File: src/sv/first_fit_heap_allocator_unit_assert.svh
// Assertion macros shared by the allocator RTL.
// Needs a clock named clk and an active-low reset named arst_n in scope.
`ifndef FIRST_FIT_HEAP_ALLOCATOR_UNIT_ASSERT_SVH
`define FIRST_FIT_HEAP_ALLOCATOR_UNIT_ASSERT_SVH

// The condition holds at every clock edge outside reset.
`define FFHA_ASSERT_ALWAYS(lbl, cond, msg) \
	lbl: assert property (@(posedge clk) disable iff (!arst_n) (cond)) else $error(msg);

// The consequent holds in the same cycle as the antecedent.
`define FFHA_ASSERT_SAME(lbl, ante, cons, msg) \
	lbl: assert property (@(posedge clk) disable iff (!arst_n) (ante) |-> (cons)) else $error(msg);

// The consequent holds in the cycle after the antecedent.
`define FFHA_ASSERT_NEXT(lbl, ante, cons, msg) \
	lbl: assert property (@(posedge clk) disable iff (!arst_n) (ante) |=> (cons)) else $error(msg);

`endif

File: src/sv/ffha_pkg.sv
// Shared types and constants of the first-fit heap allocator.
// No dependencies.
package ffha_pkg;

	localparam int MAX_BLOCKS   = 64;
	localparam int IDX_W        = $clog2(MAX_BLOCKS);
	localparam int CNT_W        = $clog2(MAX_BLOCKS + 1);
	localparam int HEAP_BYTES   = 65536;
	localparam int HEADER_BYTES = 12;
	localparam int PAGE_BITS    = 12;
	localparam int CFG_IDX_W    = 1;

	localparam logic [15:0] HDR16       = 16'(HEADER_BYTES);
	localparam logic [7:0]  SPLIT_RESET = 8'd16;

	typedef struct packed {
		logic [15:0] offset;
		logic [15:0] payload;
		logic        in_use;
	} entry_t;

	localparam int ENTRY_W = $bits(entry_t);

	localparam entry_t ENTRY0_RESET = '{
		offset:  16'd0,
		payload: 16'(HEAP_BYTES - HEADER_BYTES),
		in_use:  1'b0
	};

	typedef enum logic [1:0] {
		ST_DONE      = 2'd0,
		ST_NO_MEMORY = 2'd1,
		ST_IGNORED   = 2'd2,
		ST_UNKNOWN   = 2'd3
	} status_t;

	localparam logic [CFG_IDX_W-1:0] REG_HEAP_BASE = 1'd0;
	localparam logic [CFG_IDX_W-1:0] REG_SPLIT     = 1'd1;

	typedef enum logic [5:0] {
		S_IDLE  = 6'b000001,
		S_SCAN  = 6'b000010,
		S_NEXT  = 6'b000100,
		S_SHIFT = 6'b001000,
		S_WRITE = 6'b010000,
		S_DONE  = 6'b100000
	} state_t;

endpackage

File: src/sv/ffha_ram.sv
// Generic single-clock RAM: one write port, one read port, registered read data.
// No dependencies.
module ffha_ram #(
	parameter int WIDTH = 8,
	parameter int DEPTH = 16
) (
	input  logic                     clk,
	input  logic                     we,
	input  logic [$clog2(DEPTH)-1:0] waddr,
	input  logic [WIDTH-1:0]         wdata,
	input  logic                     re,
	input  logic [$clog2(DEPTH)-1:0] raddr,
	output logic [WIDTH-1:0]         rdata
);

	logic [WIDTH-1:0] mem [DEPTH];

	always_ff @(posedge clk) begin
		if (we) begin
			mem[waddr] <= wdata;
		end
		if (re) begin
			rdata <= mem[raddr];
		end
	end

endmodule

File: src/sv/first_fit_heap_allocator_unit.sv
// Top level of the first-fit heap allocator: sequencer around the block table RAM.
// Depends on ffha_pkg, ffha_ram and first_fit_heap_allocator_unit_assert.svh.
//
//   channel   direction  handshake                  payload
//   cfg       in         cfg_we (no wait)           cfg_index, cfg_wdata
//   request   in         in_valid / in_ready        mode, request_bytes, address
//   result    out        out_valid / out_ready      result_address, status
//
// An item enters in the idle state, then the table is scanned entry by entry up to a hit
// or, after the last entry, a miss. A free then reads its right neighbour in S_NEXT.
// The table shift moves the entries behind the hit up or down (nothing moves when no split
// or merge needs it), followed by one or two table writes and the load of the output
// register; the single read port of the table RAM sets the pace of the scan and the shift.
// After reset entry zero reads as the whole heap through a valid flag; no clearing pass.
// A new request transfer is taken in the idle state even while a result waits.
// A finished result waits in the done state until the output register is free.
module first_fit_heap_allocator_unit
	import ffha_pkg::*;
(
	input  logic                 clk,
	input  logic                 arst_n,
	input  logic                 cfg_we,
	input  logic [CFG_IDX_W-1:0] cfg_index,
	input  logic [31:0]          cfg_wdata,
	input  logic                 in_valid,
	output logic                 in_ready,
	input  logic                 mode,
	input  logic [15:0]          request_bytes,
	input  logic [31:0]          address,
	output logic                 out_valid,
	input  logic                 out_ready,
	output logic [31:0]          result_address,
	output logic [1:0]           status
);

	`include "first_fit_heap_allocator_unit_assert.svh"

	state_t state_q;

	// Configuration and derived heap start.
	logic [31:0] base_q;
	logic [7:0]  thr_q;
	logic [31:0] hs_q;

	// The request being served.
	logic        mode_q;
	logic [16:0] size_q;
	logic [31:0] addr_q;

	// Table bookkeeping.
	logic [CNT_W-1:0] total_q;
	logic [CNT_W-1:0] tot_nx_q;
	logic             e0v_q;
	logic             rd0_q;

	// Scan pipeline.
	logic [CNT_W-1:0] cnt_q;
	logic             v_s1;
	logic [IDX_W-1:0] idx_s1;
	entry_t           prev_q;
	entry_t           hit_q;
	logic [IDX_W-1:0] k_q;
	logic             nxt_ok_q;

	// Shift pipeline.
	logic [IDX_W-1:0] src_q;
	logic [CNT_W-1:0] rem_q;
	logic             up_q;
	logic             two_q;
	logic             sv_s1;
	logic [IDX_W-1:0] dst_s1;

	// Final writes.
	logic             w1_en_q;
	logic [IDX_W-1:0] w1_addr_q;
	entry_t           w1_q;
	logic [IDX_W-1:0] w0_addr_q;
	entry_t           w0_q;

	// Pending result and output register.
	logic [31:0] res_addr_q;
	status_t     res_st_q;
	logic        out_valid_q;
	logic [31:0] out_addr_q;
	status_t     out_st_q;

	// RAM ports.
	logic               ram_we;
	logic [IDX_W-1:0]   ram_waddr;
	logic [ENTRY_W-1:0] ram_wdata;
	logic               ram_re;
	logic [IDX_W-1:0]   ram_raddr;
	logic [ENTRY_W-1:0] ram_rdata;
	entry_t             ent_rd;

	ffha_ram #(
		.WIDTH(ENTRY_W),
		.DEPTH(MAX_BLOCKS)
	) u_table (
		.clk  (clk),
		.we   (ram_we),
		.waddr(ram_waddr),
		.wdata(ram_wdata),
		.re   (ram_re),
		.raddr(ram_raddr),
		.rdata(ram_rdata)
	);

	// Until entry zero is first written in the table RAM, it
	// reads as the reset block that spans the whole heap.
	assign ent_rd = (rd0_q && !e0v_q) ? ENTRY0_RESET : entry_t'(ram_rdata);

	assign in_ready       = (state_q == S_IDLE);
	assign out_valid      = out_valid_q;
	assign result_address = out_addr_q;
	assign status         = out_st_q;

	// Scan decisions on the entry that has just come out of the RAM.
	logic        fits;
	logic [15:0] leftover;
	logic [8:0]  thr_lim;
	logic        can_split;
	logic        match;
	logic        hit;
	logic        miss;
	logic [31:0] grant;

	assign fits      = !ent_rd.in_use && ({1'b0, ent_rd.payload} >= size_q);
	assign leftover  = ent_rd.payload - size_q[15:0];
	assign thr_lim   = {1'b0, thr_q} + 9'(HEADER_BYTES);
	assign can_split = (leftover > {7'd0, thr_lim}) && (total_q < CNT_W'(MAX_BLOCKS));
	assign grant     = hs_q + {16'd0, ent_rd.offset} + 32'(HEADER_BYTES);
	assign match     = (grant == addr_q);
	assign hit       = v_s1 && (mode_q ? match : fits);
	assign miss      = !v_s1 && (cnt_q >= total_q);

	// Neighbour decisions for a free, taken in the cycle after the hit.
	logic prev_free;
	logic next_free;

	assign prev_free = (k_q != '0) && !prev_q.in_use;
	assign next_free = nxt_ok_q && !ent_rd.in_use;

	always_comb begin
		ram_re    = 1'b0;
		ram_raddr = cnt_q[IDX_W-1:0];
		ram_we    = 1'b0;
		ram_waddr = w0_addr_q;
		ram_wdata = w0_q;
		case (state_q)
			S_SCAN: begin
				ram_re = (cnt_q < total_q);
			end
			S_SHIFT: begin
				ram_re    = (rem_q != '0);
				ram_raddr = src_q;
				ram_we    = sv_s1;
				ram_waddr = dst_s1;
				ram_wdata = ent_rd;
			end
			S_WRITE: begin
				ram_we    = 1'b1;
				ram_waddr = w1_en_q ? w1_addr_q : w0_addr_q;
				ram_wdata = w1_en_q ? w1_q : w0_q;
			end
			default: begin
			end
		endcase
	end

	always_ff @(posedge clk or negedge arst_n) begin
		if (!arst_n) begin
			state_q     <= S_IDLE;
			base_q      <= '0;
			thr_q       <= SPLIT_RESET;
			hs_q        <= '0;
			total_q     <= CNT_W'(1);
			e0v_q       <= 1'b0;
			rd0_q       <= 1'b0;
			v_s1        <= 1'b0;
			sv_s1       <= 1'b0;
			w1_en_q     <= 1'b0;
			out_valid_q <= 1'b0;
		end else begin
			// The heap start is the base rounded up to a page.
			hs_q <= {base_q[31:PAGE_BITS] + (32-PAGE_BITS)'(|base_q[PAGE_BITS-1:0]),
				PAGE_BITS'(0)};

			if (cfg_we) begin
				case (cfg_index)
					REG_HEAP_BASE: base_q <= cfg_wdata;
					REG_SPLIT:     thr_q  <= cfg_wdata[7:0];
					default: begin
					end
				endcase
			end

			if (ram_re) begin
				rd0_q <= (ram_raddr == '0);
			end
			if (ram_we && (ram_waddr == '0)) begin
				e0v_q <= 1'b1;
			end

			// The output register is loaded from the done state and emptied by a transfer.
			if ((state_q == S_DONE) && (!out_valid_q || out_ready)) begin
				out_valid_q <= 1'b1;
			end else if (out_ready) begin
				out_valid_q <= 1'b0;
			end

			case (state_q)
				S_IDLE: begin
					if (in_valid) begin
						mode_q <= mode;
						size_q <= ({1'b0, request_bytes} + 17'd3) & ~17'd3;
						addr_q <= address;
						cnt_q  <= '0;
						if (mode ? (address == '0) : (request_bytes == '0)) begin
							res_addr_q <= '0;
							res_st_q   <= ST_IGNORED;
							state_q    <= S_DONE;
						end else begin
							state_q <= S_SCAN;
						end
					end
				end
				S_SCAN: begin
					v_s1 <= ram_re && !hit;
					if (ram_re) begin
						cnt_q  <= cnt_q + CNT_W'(1);
						idx_s1 <= cnt_q[IDX_W-1:0];
					end
					if (hit) begin
						k_q      <= idx_s1;
						hit_q    <= ent_rd;
						nxt_ok_q <= ({1'b0, idx_s1} + CNT_W'(1)) < total_q;
						w1_en_q  <= !mode_q && can_split;
						w0_addr_q <= idx_s1;
						up_q     <= 1'b1;
						two_q    <= 1'b0;
						res_addr_q <= mode_q ? 32'd0 : grant;
						res_st_q <= ST_DONE;
						if (mode_q) begin
							state_q <= S_NEXT;
						end else begin
							state_q    <= S_SHIFT;
							if (can_split) begin
								// Move the tail up by one, then write the split pair.
								w1_addr_q <= idx_s1 + IDX_W'(1);
								w1_q      <= '{offset: ent_rd.offset + HDR16 + size_q[15:0],
									payload: leftover - HDR16, in_use: 1'b0};
								w0_q      <= '{offset: ent_rd.offset, payload: size_q[15:0],
									in_use: 1'b1};
								tot_nx_q  <= total_q + CNT_W'(1);
								src_q     <= IDX_W'(total_q - CNT_W'(1));
								rem_q     <= total_q - CNT_W'(1) - {1'b0, idx_s1};
							end else begin
								w0_q     <= '{offset: ent_rd.offset, payload: ent_rd.payload,
									in_use: 1'b1};
								tot_nx_q <= total_q;
								rem_q    <= '0;
							end
						end
					end else if (v_s1) begin
						prev_q <= ent_rd;
					end else if (miss) begin
						res_addr_q <= '0;
						res_st_q   <= mode_q ? ST_UNKNOWN : ST_NO_MEMORY;
						state_q    <= S_DONE;
					end
				end
				S_NEXT: begin
					// The right neighbour is on the read port now; merge with free
					// neighbours and close up the table behind the merged block.
					up_q    <= 1'b0;
					state_q <= S_SHIFT;
					if (prev_free && next_free) begin
						w0_addr_q <= k_q - IDX_W'(1);
						w0_q      <= '{offset: prev_q.offset, payload: prev_q.payload + HDR16
							+ hit_q.payload + HDR16 + ent_rd.payload, in_use: 1'b0};
						two_q     <= 1'b1;
						src_q     <= k_q + IDX_W'(2);
						rem_q     <= total_q - {1'b0, k_q} - CNT_W'(2);
						tot_nx_q  <= total_q - CNT_W'(2);
					end else if (prev_free) begin
						w0_addr_q <= k_q - IDX_W'(1);
						w0_q      <= '{offset: prev_q.offset,
							payload: prev_q.payload + HDR16 + hit_q.payload, in_use: 1'b0};
						two_q     <= 1'b0;
						src_q     <= k_q + IDX_W'(1);
						rem_q     <= total_q - {1'b0, k_q} - CNT_W'(1);
						tot_nx_q  <= total_q - CNT_W'(1);
					end else if (next_free) begin
						w0_addr_q <= k_q;
						w0_q      <= '{offset: hit_q.offset,
							payload: hit_q.payload + HDR16 + ent_rd.payload, in_use: 1'b0};
						two_q     <= 1'b0;
						src_q     <= k_q + IDX_W'(2);
						rem_q     <= total_q - {1'b0, k_q} - CNT_W'(2);
						tot_nx_q  <= total_q - CNT_W'(1);
					end else begin
						w0_addr_q <= k_q;
						w0_q      <= '{offset: hit_q.offset, payload: hit_q.payload,
							in_use: 1'b0};
						rem_q     <= '0;
						tot_nx_q  <= total_q;
					end
				end
				S_SHIFT: begin
					sv_s1 <= (rem_q != '0);
					if (rem_q != '0) begin
						rem_q  <= rem_q - CNT_W'(1);
						if (up_q) begin
							dst_s1 <= src_q + IDX_W'(1);
							src_q  <= src_q - IDX_W'(1);
						end else begin
							dst_s1 <= two_q ? (src_q - IDX_W'(2)) : (src_q - IDX_W'(1));
							src_q  <= src_q + IDX_W'(1);
						end
					end else if (!sv_s1) begin
						state_q <= S_WRITE;
					end
				end
				S_WRITE: begin
					if (w1_en_q) begin
						w1_en_q <= 1'b0;
					end else begin
						total_q <= tot_nx_q;
						state_q <= S_DONE;
					end
				end
				S_DONE: begin
					if (!out_valid_q || out_ready) begin
						out_addr_q  <= res_addr_q;
						out_st_q    <= res_st_q;
						state_q     <= S_IDLE;
					end
				end
				default: begin
					state_q <= S_IDLE;
				end
			endcase
		end
	end

	`FFHA_ASSERT_ALWAYS(a_total_range, (total_q != '0) && (total_q <= CNT_W'(MAX_BLOCKS)),
		"block count out of range")
	`FFHA_ASSERT_SAME(a_write_bound, ram_we,
		({1'b0, ram_waddr} <= total_q), "table write beyond the last entry")
	`FFHA_ASSERT_NEXT(a_accept_busy, in_valid && in_ready, state_q != S_IDLE,
		"request transfer did not start work")
	`FFHA_ASSERT_NEXT(a_done_holds, (state_q == S_DONE) && out_valid_q && !out_ready,
		state_q == S_DONE, "finished result dropped while output stalled")

endmodule
File: config.mk
export PLATFORM = sky130hd
export DESIGN_NAME = first_fit_heap_allocator_unit
export DESIGN_NICKNAME = d
export VERILOG_FILES = /design/src/sv/ffha_pkg.sv /design/src/sv/ffha_ram.sv /design/src/sv/first_fit_heap_allocator_unit.sv
export VERILOG_INCLUDE_DIRS = /design/src /design/src/sv
export SDC_FILE = /design/constraint.sdc
export NUM_CORES = 2
export LEC_CHECK = 0
export BUFFER_PORTS_ARGS = -buffer_cell sky130_fd_sc_hd__clkbuf_2
export CORE_MARGIN = 5
export CORE_UTILIZATION = 57
export DETAILED_ROUTE_END_ITERATION = 7
export GPL_ROUTABILITY_DRIVEN = 0
export PLACE_DENSITY_LB_ADDON = 0.2
export SYNTH_ARGS = -nofsm -noshare
export SYNTH_HDL_FRONTEND = slang
export SYNTH_SLANG_ARGS = --single-unit
File: constraint.sdc
create_clock -name clk -period 7.7 [get_ports clk]
set_input_delay 1.155 -clock clk [delete_from_list [all_inputs] [get_ports clk]]
set_output_delay 1.155 -clock clk [all_outputs]
set_load 0.005 [all_outputs]
==> metrics.md <==
| Metric | Value |
|---|---|
| Status | `complete, but fails checks` |
| Violated checks | `DRC` |
| TritonCTS clock tree | `built` |
| Worst-skew pair later-pin latency | `0.93 ns` |
| Sequential Power Share | `0.472` |
| Max Clock Freq | `156 MHz` |
| CORE AREA | `185000 sq um` |
| First-pass GRT wire length | `415000 microns` |
| PwrDens | `272 nW/um^2` |
| Reg2Reg Capture Point | `w0_q[15]` |
| Max Slew Vio Count | `0` |
| Die Footprint | `195000 sq um` |
| Cell area after technology mapping | `106000 sq um` |
| Fraction of layout instances using a drive strength above 1 | `0.211` |
| Finished Layout Cells | `9120` |
| Number of antenna violations at the first check in global routing | `11` |
| Final Hold Vio Count | `0` |
| Post-Synthesis Net Count | `6434` |
| Post-detailed-routing wire length | `288000 microns` |
| Max-Cap Viols | `0` |
| Portion of synthesized cell area occupied by the leading cell type | `0.693` |
| Final hold slack | `0.250 ns` |
| Ys flop type | `sky130_fd_sc_hd__edfxtp_1` |
| Number of DRC markers after the initial detailed-route iteration | `8271` |
| Leakage component of the power | `40.1 nW` |
| Vias in the first global route | `59300` |
| Layout overhead on the synthesized area | `12.8%` |
| Wirelength per Cell | `31.6 microns` |
| Post-cts gate resize count | `0` |
| Detailed placement HPWL | `174000 microns` |
| Normalized max-slew margin | `0.0298` |
| Hold-fix buffers at CTS | `0` |
| Setup total negative slack | `0 ns` |
| Clock transition time at the flip-flop clock pins of the worst setup and hold paths | `0.06 ns` |
| RSZ-0062 raised after global routing | `no` |
| Clock root cell | `sky130_fd_sc_hd__clkbuf_16` |
| Count of input and output buffers | `122` |
| Clock Skew | `0.0723 ns` |
| Clock sink count | `2530` |
| Number of placed cells counting well taps | `8664` |
| Maximum fanout along the worst path | `31` |
| Residual overflow from global routing | `0` |
| Setup Fix Bufs, Post-CTS | `0` |
| Switching share of power | `0.249` |
| Post-synthesis average cell area | `17.2 sq um` |
| Setup slack on the worst flop-to-flop path | `1.29 ns` |
| Total number of vias | `60300` |
| Largest net degree at the start of global routing | `98` |
| CTS H-Tree Depth | `5` |
| Met3 WL post-DR | `29600 microns` |
| Data arrival, critical path | `6.91 ns` |
| Seq/Total Area, Yosys | `0.712` |
| Setup violators final | `0` |
| Cell type contributing the most total cell area after synthesis | `sky130_fd_sc_hd__edfxtp_1` |
| Initial standard-cell utilization of the core | `0.573` |
| Clock network fraction of total power | `0.388` |
| DRT Pass-1 Iters | `8` |
| Async set or reset register ratio after synthesis | `0.0312` |
| Count of distinct cell types in the synthesized netlist | `97` |
| Kind of critical path | `reg -> reg` |
| Global-route total usage across every layer | `0.291` |
| Bufs on Longest Clock Path | `4` |
| Net switching power figure | `8.11 mW` |
| Die Height | `442 microns` |
| Number of nets with antenna violations after routing | `0` |
| Total met2 wirelength after detailed routing | `136000 microns` |
| Cell types occupying the most area after synthesis | `sky130_fd_sc_hd__edfxtp_1 69%, sky130_fd_sc_hd__mux4_2 11%, sky130_fd_sc_hd__ha_1 2.2%, sky130_fd_sc_hd__nand2_1 2.0%, sky130_fd_sc_hd__dfrtp_1 1.8%` |
| Class of the most critical hold timing path | `in -> async` |
| Nature of the critical path startpoint | `flip-flop` |
| Count of warnings emitted by yosys | `0` |
| Worst-margin pin slew | `1.44 ns` |
| Cells after synthesis | `6156` |
| Number of buffers inserted during clock tree synthesis | `275` |
| Final core utilization | `0.646` |
| Die boundary width | `442 microns` |
| Flop and latch count out of synthesis | `2530` |
| Routed vias/inst | `6.61` |
| Top metal layer carrying routed signals | `met5` |
| Post-route minimum period | `6.41 ns` |
| Final clock period utilization by the worst path | `0.833` |
| Logic gate share of total power | `0.139` |
| R2r worst-path depth | `16` |
| Kind of end point of the critical path | `flip-flop` |
| Count of pins on the block boundary | `123` |
| Peak ir drop on the vdd network | `0.000327 V` |
| Final routed DRC violation total | `2` |
| Required time of the critical path | `8.20 ns` |
| Cell-internal power | `24.5 mW` |
| Source of the worst register-to-register timing path | `e0v_q` |
| Placement row count | `158` |
| Number of enable-type register cells in the synthesized netlist | `2451` |
| Final-stage net count | `6740` |
| Met1 wire length | `108000 microns` |
-- synthesized netlist by cell type (all sizes together) (11+ instances only) --
cell type	instances
a21o	33
dfrtp	76
xnor2	163
nand3	133
and2	26
nand3b	13
buf	137
o22ai	49
and3	81
nand2	573
nor4	32
nand4	25
a21oi	145
o221ai	20
a31oi	88
a221o	14
edfxtp	2451
nor3	69
a311oi	69
nor2	270
a222oi	17
nor2b	20
nand2b	30
mux2i	162
nor3b	11
inv	142
o211ai	17
or3	21
mux2	44
a22oi	14
clkbuf	175
o21ai	138
ha	185
o31ai	18
mux4	499
a211oi	20
xor2	55
-- power by group through the flow --
| stage | Clock [mW] | Sequential [mW] | Combinational, mW |
|---|---|---|---|
| finish | 12.6 | 15.4 | 4.54 |
| global placement | 0 | 15.7 | 4.44 |
| CTS | 12.8 | 15.4 | 4.51 |
| global route | 13.4 | 15.4 | 4.82 |
| floorplan | 0 | 15.6 | 2.99 |
| detailed placement | 0 | 15.7 | 4.48 |
-- state kept, by name, indices dropped and copies added (netlist names), 7 cells and up --
register / count
cnt_q: 7
size_q: 15
hit_q: 32
rem_q: 7
w1_q: 32
result_address: 32
u_table.rdata: 33
addr_q: 32
thr_q: 8
total_q: 7
u_table.mem: 2112
prev_q: 33
hs_q: 20
res_addr_q: 32
base_q: 32
w0_q: 33
tot_nx_q: 7
-- cells in the final DEF (no fill, tap or decap), types with 44 or more instances in the layout --
| cell type | Yosys | final |
|---|---|---|
| sky130_fd_sc_hd__nand3_1 | 132 | 131 |
| sky130_fd_sc_hd__nor2_1 | 270 | 204 |
| sky130_fd_sc_hd__mux2i_1 | 162 | 157 |
| sky130_fd_sc_hd__nor2_4 | 0 | 66 |
| sky130_fd_sc_hd__clkbuf_2 | 0 | 121 |
| sky130_fd_sc_hd__a21oi_1 | 144 | 144 |
| sky130_fd_sc_hd__o21ai_0 | 135 | 134 |
| sky130_fd_sc_hd__mux4_2 | 499 | 499 |
| sky130_fd_sc_hd__buf_4 | 18 | 194 |
| sky130_fd_sc_hd__inv_1 | 141 | 129 |
| sky130_fd_sc_hd__clkbuf_16 | 0 | 281 |
| sky130_fd_sc_hd__xnor2_1 | 163 | 163 |
| sky130_fd_sc_hd__ha_1 | 185 | 185 |
| sky130_fd_sc_hd__xor2_1 | 55 | 55 |
| sky130_fd_sc_hd__dfrtp_1 | 76 | 76 |
| sky130_fd_sc_hd__clkinv_1 | 1 | 56 |
| sky130_fd_sc_hd__a31oi_1 | 87 | 85 |
| sky130_fd_sc_hd__edfxtp_1 | 2451 | 2451 |
| sky130_fd_sc_hd__a311oi_1 | 69 | 69 |
| sky130_fd_sc_hd__nand2_1 | 573 | 564 |
| sky130_fd_sc_hd__o22ai_1 | 49 | 48 |
| sky130_fd_sc_hd__mux2_2 | 44 | 44 |
| sky130_fd_sc_hd__and3_1 | 81 | 80 |
| sky130_fd_sc_hd__nor3_1 | 69 | 67 |
-- worst max-delay path, cell delays in order, from the launching register on --
cell and delay, ns:
sky130_fd_sc_hd__dfrtp_1 0.39, sky130_fd_sc_hd__nand2b_2 0.54, sky130_fd_sc_hd__nand2_1 0.30, sky130_fd_sc_hd__inv_1 0.11
sky130_fd_sc_hd__ha_1 0.46, sky130_fd_sc_hd__nand2_1 0.10, sky130_fd_sc_hd__a21oi_1 0.23, sky130_fd_sc_hd__o22ai_1 0.24
sky130_fd_sc_hd__o21ai_1 0.68, sky130_fd_sc_hd__nand3_1 0.27, sky130_fd_sc_hd__xor2_1 0.20, sky130_fd_sc_hd__a31oi_1 0.11
sky130_fd_sc_hd__or4b_1 0.67, sky130_fd_sc_hd__o21bai_4 0.26, sky130_fd_sc_hd__nand3_2 0.20, sky130_fd_sc_hd__a221oi_4 0.61
sky130_fd_sc_hd__buf_4 0.54
-- cell type report --
cell class	instances	area, sq um
Multi-Input combinational cell	3171	29500
Clock inverter	127	1250
Antenna cell	1	2.50
Tap cell	2480	3100
Inverter	143	537
Timing Repair Buffer	341	2590
Clock buffer	327	7230
Sequential cell	2530	75600
Fill cell	12700	65700
-- routing by layer --
layer / global-route usage / vias up
met3: 0.0653 / 627
met2: 0.457 / 3524
met5: 0 / -
met1: 0.400 / 31000
met4: 0.121 / 6
li1: - / 25100
-- through the flow --
step / setup WS [ns] / instance area, sq um / power, mW
3_5_place_dp: 1.45 / 111000 / 20.1
6_report: 1.29 / 120000 / 32.6
5_1_grt: 0.935 / 120000 / 33.6
3_3_place_gp: 1.52 / 111000 / 20.1
2_1_floorplan: 0.146 / 106000 / 18.5
4_1_cts: 1.38 / 120000 / 32.7
-- kinds of logic (layout without fill, tap and decap cells) --
family	Yosys count	count (layout)	share of synthesized area
compound gates	711	711	0.0452
xor+xnor	221	221	0.0186
fa+ha+maj	192	192	0.0230
buf+inv	455	938	0.0176
flops	2530	2530	0.712
mux	705	705	0.126
other cells	0	1	0
simple gates	1342	1342	0.0580
-- how the worst max path moves through the flow --
stage,from,end,slack [ns]
floorplan,e0v_q,prev_q[0],0.15
global placement,e0v_q,w0_q[10],1.52
detailed placement,e0v_q,w0_q[8],1.45
CTS,e0v_q,w0_q[5],1.38
global route,e0v_q,w0_q[15],0.93
finish,e0v_q,w0_q[15],1.29
(Power assumes the default switching activity.)
